--- src/pfur_pkg.sv ---
// Shared types, register indexes and reset values for the pack readiness block.
package pfur_pkg;

   localparam int SendersDefault   = 8;
   localparam int CellsDefault     = 16;

   localparam int SenderWidth      = 3;
   localparam int MvWidth          = 16;
   localparam int SocWidth         = 10;
   localparam int TempWidth        = 12;
   localparam int ReasonWidth      = 2;

   localparam int ReqDataWidth     = 80;
   localparam int RspDataWidth     = 8;
   localparam int CsrIndexWidth    = 3;
   localparam int CsrDataWidth     = 16;

   localparam logic [SocWidth-1:0]  MinSocReset    = 10'd300;
   localparam logic [MvWidth-1:0]   CellMinReset   = 16'd2500;
   localparam logic [MvWidth-1:0]   CellMaxReset   = 16'd4250;
   localparam logic [TempWidth-1:0] PackLimitReset = 12'd600;
   localparam logic [TempWidth-1:0] ChipLimitReset = 12'd750;

   typedef enum logic [CsrIndexWidth-1:0] {
      CSR_MIN_SOC    = 3'd0,
      CSR_CELL_MIN   = 3'd1,
      CSR_CELL_MAX   = 3'd2,
      CSR_PACK_LIMIT = 3'd3,
      CSR_CHIP_LIMIT = 3'd4,
      CSR_BYPASS     = 3'd5
   } csr_index_type;

   typedef enum logic [ReasonWidth-1:0] {
      REASON_SAFE    = 2'd0,
      REASON_NO_DATA = 2'd1,
      REASON_LOW_SOC = 2'd2,
      REASON_FAULT   = 2'd3
   } reason_type;

   typedef enum logic {
      ST_IDLE   = 1'b0,
      ST_UPDATE = 1'b1
   } state_type;

   // first field in the highest bits
   typedef struct packed {
      logic [TempWidth-1:0]   monitor_temp;
      logic [TempWidth-1:0]   temp_three;
      logic [TempWidth-1:0]   temp_two;
      logic [TempWidth-1:0]   temp_one;
      logic [SocWidth-1:0]    soc_tenths;
      logic [MvWidth-1:0]     cell_mv;
      logic [SenderWidth-1:0] sender;
   } item_type;

   localparam int ItemWidth = $bits(item_type);

   typedef struct packed {
      logic [SenderWidth-1:0] failing_sender;
      reason_type             reason_code;
      logic                   fleet_safe;
      logic                   message_fault;
   } result_type;

   typedef struct packed {
      logic capture;
      logic commit;
   } cmd_type;

   typedef struct packed {
      logic out_stall;
   } status_type;

endpackage

--- src/pack_fault_and_update_readiness.sv ---
// Top level of the battery fleet readiness checker.
//
// req_*: one beat per cell voltage of the named sender; tlast marks the
//   final cell of a message, whose beat also carries SoC and temperatures
//   and commits the sender's SoC, fault and data-seen entry.
// rsp_*: one beat per request beat: the fault committed by that beat and the
//   fleet verdict (safe, or the first failing sender with a reason code).
// csr_*: register writes by index, always ready; write only while idle.
// Flow: a request beat is captured into the item register in the capture
//   (idle) state of the controller and committed to the result register in
//   its commit (update) state; no new beat is taken until it is back in idle.
//   The fleet verdict is a single priority encode over the sender table.
// Reset: registers take their defaults, no sender has data yet, no result
//   is pending; the block takes a beat in the first cycle after reset.
// Stall: a result waits in the output register; one more request is taken
//   meanwhile and held until that register frees.
module pack_fault_and_update_readiness #(
   parameter int SENDERS           = pfur_pkg::SendersDefault,
   parameter int CELLS_PER_MESSAGE = pfur_pkg::CellsDefault
) (
   input  logic                               clock,
   input  logic                               reset,
   input  logic                               req_tvalid,
   output logic                               req_tready,
   // sender, cell_mv, soc_tenths, temp_one, temp_two, temp_three, monitor_temp
   input  logic [pfur_pkg::ReqDataWidth-1:0]  req_tdata,
   input  logic                               req_tlast,
   output logic                               rsp_tvalid,
   input  logic                               rsp_tready,
   // message_fault, fleet_safe, reason_code, failing_sender
   output logic [pfur_pkg::RspDataWidth-1:0]  rsp_tdata,
   input  logic                               csr_valid,
   output logic                               csr_ready,
   input  logic [pfur_pkg::CsrIndexWidth-1:0] csr_index,
   input  logic [pfur_pkg::CsrDataWidth-1:0]  csr_data
);
   import pfur_pkg::*;

   cmd_type    cmd;
   status_type status;
   result_type rsp_result;

   assign csr_ready = 1'b1;

   pfur_ctrl u_ctrl (
      .clock      (clock),
      .reset      (reset),
      .req_tvalid (req_tvalid),
      .req_tready (req_tready),
      .status     (status),
      .cmd        (cmd)
   );

   pfur_dp #(
      .SENDERS           (SENDERS),
      .CELLS_PER_MESSAGE (CELLS_PER_MESSAGE)
   ) u_dp (
      .clock      (clock),
      .reset      (reset),
      .cmd        (cmd),
      .status     (status),
      .req_item   (req_tdata[ItemWidth-1:0]),
      .req_last   (req_tlast),
      .csr_we     (csr_valid && csr_ready),
      .csr_index  (csr_index),
      .csr_data   (csr_data),
      .rsp_tvalid (rsp_tvalid),
      .rsp_tready (rsp_tready),
      .rsp_result (rsp_result)
   );

   assign rsp_tdata = {{(RspDataWidth - $bits(result_type)){1'b0}}, rsp_result};

`ifndef NO_ASSERTIONS
   a_one_in_flight: assert property (@(posedge clock) disable iff (reset)
      (req_tvalid && req_tready) |=> !req_tready)
      else $error("second beat taken before commit");

   a_safe_reason: assert property (@(posedge clock) disable iff (reset)
      rsp_tvalid |-> (rsp_result.fleet_safe == (rsp_result.reason_code == REASON_SAFE)))
      else $error("verdict and reason disagree");

   a_safe_sender: assert property (@(posedge clock) disable iff (reset)
      (rsp_tvalid && rsp_result.fleet_safe) |-> (rsp_result.failing_sender == '0))
      else $error("safe verdict names a sender");

   a_commit_free: assert property (@(posedge clock) disable iff (reset)
      cmd.commit |-> !(rsp_tvalid && !rsp_tready))
      else $error("commit overwrote a waiting result");
`endif

endmodule

--- src/pfur_ctrl.sv ---
// Controller: accepts one beat, then commits it once the result register is free.
module pfur_ctrl (
   input  logic               clock,
   input  logic               reset,
   input  logic               req_tvalid,
   output logic               req_tready,
   input  pfur_pkg::status_type status,
   output pfur_pkg::cmd_type    cmd
);
   import pfur_pkg::*;

   state_type state_ff;
   state_type state_in;

   always_ff @(posedge clock) begin
      if (reset) begin
         state_ff <= ST_IDLE;
      end else begin
         state_ff <= state_in;
      end
   end

   always_comb begin
      state_in = state_ff;
      unique case (state_ff)
         ST_IDLE: begin
            if (req_tvalid) begin
               state_in = ST_UPDATE;
            end
         end
         ST_UPDATE: begin
            if (!status.out_stall) begin
               state_in = ST_IDLE;
            end
         end
         default: state_in = ST_IDLE;
      endcase
   end

   always_comb begin
      req_tready  = 1'b0;
      cmd.capture = 1'b0;
      cmd.commit  = 1'b0;
      unique case (state_ff)
         ST_IDLE: begin
            req_tready  = 1'b1;
            cmd.capture = req_tvalid;
         end
         ST_UPDATE: begin
            cmd.commit = !status.out_stall;
         end
         default: ;
      endcase
   end

endmodule

--- src/pfur_dp.sv ---
// Datapath: config registers, sender table, cell checks, verdict encode, result register.
module pfur_dp #(
   parameter int SENDERS           = pfur_pkg::SendersDefault,
   parameter int CELLS_PER_MESSAGE = pfur_pkg::CellsDefault
) (
   input  logic                                clock,
   input  logic                                reset,
   input  pfur_pkg::cmd_type                   cmd,
   output pfur_pkg::status_type                status,
   input  logic [pfur_pkg::ItemWidth-1:0]      req_item,
   input  logic                                req_last,
   input  logic                                csr_we,
   input  logic [pfur_pkg::CsrIndexWidth-1:0]  csr_index,
   input  logic [pfur_pkg::CsrDataWidth-1:0]   csr_data,
   output logic                                rsp_tvalid,
   input  logic                                rsp_tready,
   output pfur_pkg::result_type                rsp_result
);
   import pfur_pkg::*;

   localparam int CntWidth = $clog2(CELLS_PER_MESSAGE + 1);

   logic [SocWidth-1:0]  min_soc_ff;
   logic [MvWidth-1:0]   cell_min_ff;
   logic [MvWidth-1:0]   cell_max_ff;
   logic [TempWidth-1:0] pack_limit_ff;
   logic [TempWidth-1:0] chip_limit_ff;
   logic                 bypass_ff;

   item_type             item_ff;
   logic                 last_ff;

   logic [SocWidth-1:0]  soc_ff   [SENDERS];
   logic [SENDERS-1:0]   fault_ff;
   logic [SENDERS-1:0]   seen_ff;
   logic                 pending_ff;
   logic                 pending_in;
   logic [CntWidth-1:0]  count_ff;
   logic [CntWidth-1:0]  count_in;

   logic                 rsp_valid_ff;
   logic                 rsp_valid_in;
   result_type           rsp_ff;
   result_type           rsp_in;

   logic                 in_range;
   logic                 cell_check;
   logic                 cell_bad;
   logic                 pend_now;
   logic                 temp_bad;
   logic                 msg_fault;
   logic                 write_entry;

   always_ff @(posedge clock) begin
      if (reset) begin
         min_soc_ff    <= MinSocReset;
         cell_min_ff   <= CellMinReset;
         cell_max_ff   <= CellMaxReset;
         pack_limit_ff <= PackLimitReset;
         chip_limit_ff <= ChipLimitReset;
         bypass_ff     <= 1'b0;
      end else if (csr_we) begin
         unique case (csr_index_type'(csr_index))
            CSR_MIN_SOC:    min_soc_ff    <= csr_data[SocWidth-1:0];
            CSR_CELL_MIN:   cell_min_ff   <= csr_data;
            CSR_CELL_MAX:   cell_max_ff   <= csr_data;
            CSR_PACK_LIMIT: pack_limit_ff <= csr_data[TempWidth-1:0];
            CSR_CHIP_LIMIT: chip_limit_ff <= csr_data[TempWidth-1:0];
            CSR_BYPASS:     bypass_ff     <= csr_data[0];
            default: ;
         endcase
      end
   end

   always_ff @(posedge clock) begin
      if (cmd.capture) begin
         item_ff <= item_type'(req_item);
         last_ff <= req_last;
      end
   end

   assign in_range   = int'(item_ff.sender) < SENDERS;
   assign cell_check = count_ff < CntWidth'(CELLS_PER_MESSAGE);
   assign cell_bad   = (item_ff.cell_mv != '0)
                       && ((item_ff.cell_mv < cell_min_ff) || (item_ff.cell_mv > cell_max_ff));
   assign pend_now   = pending_ff || (in_range && cell_check && cell_bad);
   assign temp_bad   = ($signed(item_ff.temp_one)     > $signed(pack_limit_ff))
                    || ($signed(item_ff.temp_two)     > $signed(pack_limit_ff))
                    || ($signed(item_ff.temp_three)   > $signed(pack_limit_ff))
                    || ($signed(item_ff.monitor_temp) > $signed(chip_limit_ff));
   assign write_entry = in_range && last_ff;
   assign msg_fault   = write_entry && (pend_now || temp_bad);

   always_comb begin
      pending_in = pending_ff;
      count_in   = count_ff;
      if (cmd.commit && in_range) begin
         if (last_ff) begin
            pending_in = 1'b0;
            count_in   = '0;
         end else begin
            pending_in = pend_now;
            if (cell_check) begin
               count_in = count_ff + CntWidth'(1);
            end
         end
      end
   end

   always_ff @(posedge clock) begin
      if (reset) begin
         pending_ff <= 1'b0;
         count_ff   <= '0;
         fault_ff   <= '0;
         seen_ff    <= '0;
         for (int i = 0; i < SENDERS; i++) begin
            soc_ff[i] <= '0;
         end
      end else begin
         pending_ff <= pending_in;
         count_ff   <= count_in;
         for (int i = 0; i < SENDERS; i++) begin
            if (cmd.commit && write_entry && (int'(item_ff.sender) == i)) begin
               soc_ff[i]   <= item_ff.soc_tenths;
               fault_ff[i] <= msg_fault;
               seen_ff[i]  <= 1'b1;
            end
         end
      end
   end

   // verdict sees the entry written by this beat
   always_comb begin
      logic                found;
      logic                hit;
      logic                seen_v;
      logic                fault_v;
      logic [SocWidth-1:0] soc_v;
      found  = 1'b0;
      rsp_in = '{failing_sender: '0, reason_code: REASON_SAFE,
                 fleet_safe: 1'b1, message_fault: msg_fault};
      for (int i = 0; i < SENDERS; i++) begin
         hit     = write_entry && (int'(item_ff.sender) == i);
         seen_v  = hit ? 1'b1 : seen_ff[i];
         fault_v = hit ? msg_fault : fault_ff[i];
         soc_v   = hit ? item_ff.soc_tenths : soc_ff[i];
         if (!found && !bypass_ff) begin
            if (!seen_v) begin
               found                 = 1'b1;
               rsp_in.reason_code    = REASON_NO_DATA;
            end else if (soc_v < min_soc_ff) begin
               found                 = 1'b1;
               rsp_in.reason_code    = REASON_LOW_SOC;
            end else if (fault_v) begin
               found                 = 1'b1;
               rsp_in.reason_code    = REASON_FAULT;
            end
            if (found) begin
               rsp_in.fleet_safe     = 1'b0;
               rsp_in.failing_sender = SenderWidth'(i);
            end
         end
      end
   end

   assign status.out_stall = rsp_valid_ff && !rsp_tready;
   assign rsp_valid_in     = cmd.commit || (rsp_valid_ff && !rsp_tready);

   always_ff @(posedge clock) begin
      if (reset) begin
         rsp_valid_ff <= 1'b0;
      end else begin
         rsp_valid_ff <= rsp_valid_in;
      end
   end

   always_ff @(posedge clock) begin
      if (cmd.commit) begin
         rsp_ff <= rsp_in;
      end
   end

   assign rsp_tvalid = rsp_valid_ff;
   assign rsp_result = rsp_ff;

endmodule
--- config.mk ---
export PLATFORM = sky130hd
export DESIGN_NAME = pack_fault_and_update_readiness
export DESIGN_NICKNAME = d
export VERILOG_FILES = /design/src/pfur_pkg.sv /design/src/pack_fault_and_update_readiness.sv /design/src/pfur_ctrl.sv /design/src/pfur_dp.sv
export SDC_FILE = /design/constraint.sdc
export NUM_CORES = 1
export LEC_CHECK = 0
export ABC_CLOCK_PERIOD_IN_PS = 6200
export BUFFER_PORTS_ARGS = -buffer_cell sky130_fd_sc_hd__buf_4
export CORE_MARGIN = 2
export CORE_UTILIZATION = 40
export DETAILED_ROUTE_END_ITERATION = 10
export PLACE_DENSITY_LB_ADDON = 0.2
export SYNTH_ARGS = -nofsm -noshare
export SYNTH_HDL_FRONTEND = slang
export SYNTH_SLANG_ARGS = --single-unit
--- constraint.sdc ---
create_clock -name clock -period 6.2 [get_ports clock]
set_input_delay 0.62 -clock clock [delete_from_list [all_inputs] [get_ports clock]]
set_output_delay 0.62 -clock clock [all_outputs]
set_load 0.1 [all_outputs]
# --- Yosys cells after proc, flatten, opt, wreduce, memory -nomap -nowiden ---
# Memory sizes are Yosys's and may differ from the RTL's.
# Cells that the tools add are included.
op_classes:
  n_mul: 0
  eq_ne: 12
  n_mux: 153
  order_cmp: 15
  addsub: 1
  n_reduce_logical: 56
  bitwise: 9
  n_div: 0
  shifts: 0
ops:
  columns: ["cell", "count"]
  rows:
  - ["$mux W10", 16]
  - ["$mux W1", 96]
  - ["$lt A10 B10 Y1", 8]
  - ["$gt A12 B12 Y1", 4]
  - ["$mux W2", 24]
  - ["$mux W6", 7]
  - ["$logic_and A1 B1 Y1", 28]
  - ["$mux W3", 7]
  - ["$eq A3 B3 Y1 const B", 6]
  - ["$gt A16 B16 Y1", 1]
  - ["$lt A16 B16 Y1", 1]
  - ["$reduce_bool A16 Y1", 1]
  - ["$reduce_and A2 Y1", 7]
  - ["$eq A3 B2 Y1 const B", 4]
  - ["$logic_not A1 Y1", 10]
  - ["$mux W5", 2]
  - ["$or A1 B1 Y1", 8]
  - ["$logic_or A1 B1 Y1", 7]
  - ["$eq A3 B1 Y1 const B", 2]
  - ["$logic_not A3 Y1", 2]
  - ["$add A5 B1 Y5 const B", 1]
  - ["$lt A5 B5 Y1 const B", 1]
  - ["$pmux W1 S2", 1]
  - ["$reduce_bool A2 Y1", 1]
  - ["$not A1 Y1", 1]
word_totals:
  ramBits: 80
  latch_bits: 0
  rom_bits: 0
  n_memories: 1
  ff_bits: 176
mem_list:
  columns: ["memory", "depth", "word_bits", "read_ports", "rd_clocked_by_memory_dff", "write_ports", "line_no", "source"]
  rows:
  - ["u_dp.soc_ff", 8, 10, 8, 0, 8, "pfur_dp.sv:33", "logic [SocWidth-1:0] soc_ff [SENDERS];"]

# --- Logic depth before layout (Yosys ltp) ---
depth:
  ltp_word: 49
  ltp_mapped: 19
  depth_no_buf: 16

# --- Hierarchy ---
# A second synthesis with hierarchy kept.
unflattened:
  hier_cells: 1439
  hier_area_um2: 14118.5
modules_own_cells:
  columns: ["mod", "seq_area_each_um2", "n_inst", "area_each_um2", "cells_each"]
  rows:
  - ["pfur_dp", 6756.5, 1, 14046.0, 1429]
  - ["pfur_ctrl", 20.0, 1, 50.0, 6]
  - ["pack_fault_and_update_readiness", 0.0, 1, 22.5, 4]

# --- Least setup slack after synthesis ---
# No wires, ideal clock.
synth_path:
  path_kind: "input to register"
  startpoint: "input req_tvalid"
  endpoint: "register u_dp.item_ff[0] (netlist name), enable pin"
  path_stages: 1
  arrival_time_ns: 4.032
  slack_ns: 1.643
  cell_sequence: "nor2b_1"
synth_between:
  elab_chain_cells: 1
synth_rtl:
  columns: ["item", "line_no", "source"]
  rows:
  - ["start, declared", "pack_fault_and_update_readiness.sv:23", "input logic req_tvalid,"]
  - ["$mux W1", "pfur_ctrl.sv:44", "unique case (state_ff)"]
  - ["end signal, assigned", "pfur_dp.sv:77", "item_ff <= item_type'(req_item);"]
  - ["end, declared", "pfur_dp.sv:30", "item_type item_ff;"]
# No other way between the ends.
# A chain may end at the register's enable or synchronous reset.

==> metrics <==
Reg2Reg Setup Slack 1.57 ns; Comb pwr share 11.3%; unrepaired setup endpoints after global routing no; Most used DFF post-synth edfxtp_1; Initial Util 40.82%; placer congestion estimate 0.8497; Die Y 192.2 um; Worst setup SP type register; post-synthesis register bit count 256; Clk pwr share 41.7%; Max Cap Viol 0; P_leak 6.841 nW; worst endpoint required time 6.51 ns; most used cell, CP nand2_1; Seq/Total Area, Yosys 47.83%; first-pass GRT wire length 58190 um; status completed; Synth Cell Area 14170 sq um; Area contributors post-synth edfxtp_1, ha_1, dfxtp_1, nand2_1, a21oi_1; pwr dens 253.2 nW/um^2; Placeable Area 34710 sq um; Post-CTS Setup Bufs 0; Pint 3.097 mW; Final Max Tran Viols 0; die area 36940 sq um; detail-routed via count per cell 5.316; Yosys top cell area share 34.97%; Switching Fraction 25.56%; Worst Tran Pin Value 1.147 ns; Worst Clk Skew 0.01669 ns; number of flops mapped to enable cells by yosys 165; PortBufs 110; Post-Place Setup Slack 1.642 ns; slowest CP cell edfxtp_1; Detailed Route Iter0 Violations 618; CTS tree done; worst setup margin 1.572 ns; CP Data Arrival Time 4.94 ns; Clk pin slew, worst setup/hold paths 0.06 ns; Final period util 74.64%; hpwl dp 25590 um; Setup TNS Final 0 ns; fmax 0.2161 GHz; cells after synthesis 1451; Congestion Overflow GR 0; # setup viols final 0; Period minus WS final 4.628 ns; Clock Tree Root clkbuf_16; Avg Inst Size Synth 9.765 sq um; Routed WL 36720 um; async set-or-reset flop fraction in the synthesized netlist 0%; DRC viols 0; drt first pass iters 5; crit-path cells nor2b_1 -> nand2_1 -> nand2_1 -> nand2_1 -> ha_1 -> nand3_1 -> or2_2 -> o221ai_1 -> o22ai_1 -> nand4b_4 -> or2_1 -> or2_4 -> nor4_2 -> and3_1 -> a31o_2 -> a21oi_2; vias in the first global route 10628; sequential share of power 47.0%; Critical Path End Type register; Boundary Pins 116; Num CTS Buffers 29; PostCTS Resize Cnt 0; post-route ant nets 0; worst-case clock buffer depth 3; switching power 1.063 mW; synth-to-layout area growth 15.96%; Final Hold Fails 0; Clock Latency Late Sink 0.57 ns; n_diodes 0; initial antenna violation count 0; row count 68; largest net degree at the start of global routing 79; Routed wire per std cell 18.16 um; CP Class reg2reg; CTS sink count 256; total global-route track usage 20.35%; Max-slew headroom 22.93%; Min-Delay Path Class in2reg; Post-Syn Nets 1708; worst vdd rail ir drop 0.2416 mV; Final nets 1801; synth warn 0; worst-path maximum fanout 16; hold bufs inserted after CTS 0; layout cells sized above 1 13.66%; Yosys cell types 78; Worst path max stage delay 0.66 ns; via count 10749; H-tree Lvls 1; largest area contributor in the netlist edfxtp_1; Die Wd 192.2 um
==> final cells by class <==
cell class                 count  area, sq um
inverter                      83        311.5
fill                        3220        18280
clock inverter                17        156.4
timing repair buffer         133        998.5
multi-input combinational   1041         6800
clock buffer                  37        817.0
sequential                   256         6777
tap                          455        569.3
==> metal layers <==
| metal | vias to the layer above | share of wire [%] | track usage [%] |
|---|---|---|---|
| met2 | 256 | 45 | 32.98 |
| met4 | 0 | 2.8 | 5.755 |
| met1 | 5084 | 48 | 28.51 |
| met5 | - | 0 | 0 |
| met3 | 64 | 4.5 | 2.576 |
| li1 | 5345 | - | - |
==> cell usage in the layout (no fill, tap or decap), drive strengths merged, types with 4 or more instances in the layout <==
master,synthesis,layout
a2111oi,4,4
a211o,5,5
a211oi,10,10
a21boi,7,7
a21o,19,19
a21oi,101,101
a31oi,6,6
and2,63,63
and3,4,4
buf,14,133
clkbuf,57,37
clkinv,0,12
dfxtp,91,91
edfxtp,165,165
ha,152,152
inv,83,85
mux2,9,9
mux2i,23,23
nand2,321,321
nand2b,9,9
nand3,21,21
nand3b,4,4
nand4,21,21
nor2,55,55
nor2b,22,22
nor3,22,22
nor4,12,12
o2111ai,4,4
o211ai,29,29
o21a,9,9
o21ai,46,46
o221ai,4,4
o22ai,5,5
or2,5,5
==> path summary, 6_finish.rpt <==
path | start | endpoint | depth (start not counted)
worst max-delay path | u_dp.last_ff | u_dp.rsp_result[3] | 16
worst max register to register | u_dp.last_ff | u_dp.rsp_result[3] | 16
worst min-delay path | req_tdata[18] | u_dp.item_ff[18] | 1
worst min register to register | u_dp.cell_min_ff[4] | u_dp.cell_min_ff[4] | 2
==> critical path: cells and delay by family (launching register included) <==
family	cells	cell delay [ns]
AO/OA/AOI/OAI	4	0.60
AND/OR/NAND/NOR	11	2.80
adder cells (fa/ha/maj)	1	0.29
flip-flops	1	0.66
==> stage by stage <==
stage | utilization, % | hold WS, ns | std cells | cell area, sq um | power (mW)
3_5_place_dp | 44.52 | 0.4468 | 1968 | 15460 | 2.458
3_3_place_gp | 44.52 | 0.4434 | 1968 | 15460 | 2.444
6_report | 47.33 | 0.2181 | 2022 | 16430 | 4.160
5_1_grt | 47.33 | 0.2068 | 2022 | 16430 | 4.319
2_1_floorplan | - | 0.4363 | 1451 | 14170 | 2.276
4_1_cts | 47.33 | 0.2018 | 2022 | 16430 | 4.190
==> logic make-up (layout without fill, tap and decap cells) <==
| family | Yosys count | in the layout | share of synthesized area (%) |
|---|---|---|---|
| and+or+nand+nor | 580 | 580 | 19.44 |
| AOI/OAI and AO/OA | 275 | 275 | 12.58 |
| DFF | 256 | 256 | 47.83 |
| buffers and inverters | 154 | 270 | 4.345 |
| adders and majority gates | 152 | 152 | 13.42 |
| muxes | 32 | 32 | 2.340 |
| other | 2 | 2 | 0.05300 |
==> power by group through the flow <==
stage | Sequential [mW] | Combinational (mW) | Clock (mW)
2_1_floorplan | 1.98 | 0.291 | 0
3_3_place_gp | 1.99 | 0.456 | 0
3_5_place_dp | 1.99 | 0.469 | 0
4_1_cts | 1.95 | 0.472 | 1.77
5_1_grt | 1.96 | 0.527 | 1.83
6_report | 1.95 | 0.470 | 1.74
==> synth_stat cells (6+ instances only) <==
| library cell | count |
|---|---|
| nand2_1 | 321 |
| edfxtp_1 | 165 |
| ha_1 | 152 |
| a21oi_1 | 99 |
| dfxtp_1 | 91 |
| inv_1 | 83 |
| and2_1 | 63 |
| clkbuf_1 | 57 |
| nor2_1 | 55 |
| o21ai_0 | 41 |
| o211ai_1 | 29 |
| mux2i_1 | 23 |
| nor2b_1 | 22 |
| nor3_1 | 22 |
| nand3_1 | 21 |
| nand4_1 | 21 |
| a21o_1 | 19 |
| a211oi_1 | 10 |
| mux2_2 | 9 |
| nand2b_1 | 9 |
| nor4_1 | 9 |
| o21a_1 | 9 |
| a21boi_0 | 7 |
| a31oi_1 | 6 |
==> registers in the layout, summed over array words and instances (netlist names), 5 cells and up <==
signal / cells
u_dp.soc_ff: 80
u_dp.rsp_result: 7
u_dp.cell_min_ff: 16
u_dp.seen_ff: 8
u_dp.item_ff: 77
u_dp.cell_max_ff: 16
u_dp.count_ff: 5
u_dp.min_soc_ff: 10
u_dp.chip_limit_ff: 12
u_dp.pack_limit_ff: 12
u_dp.fault_ff: 8
Power figures use the tool's default switching activity.
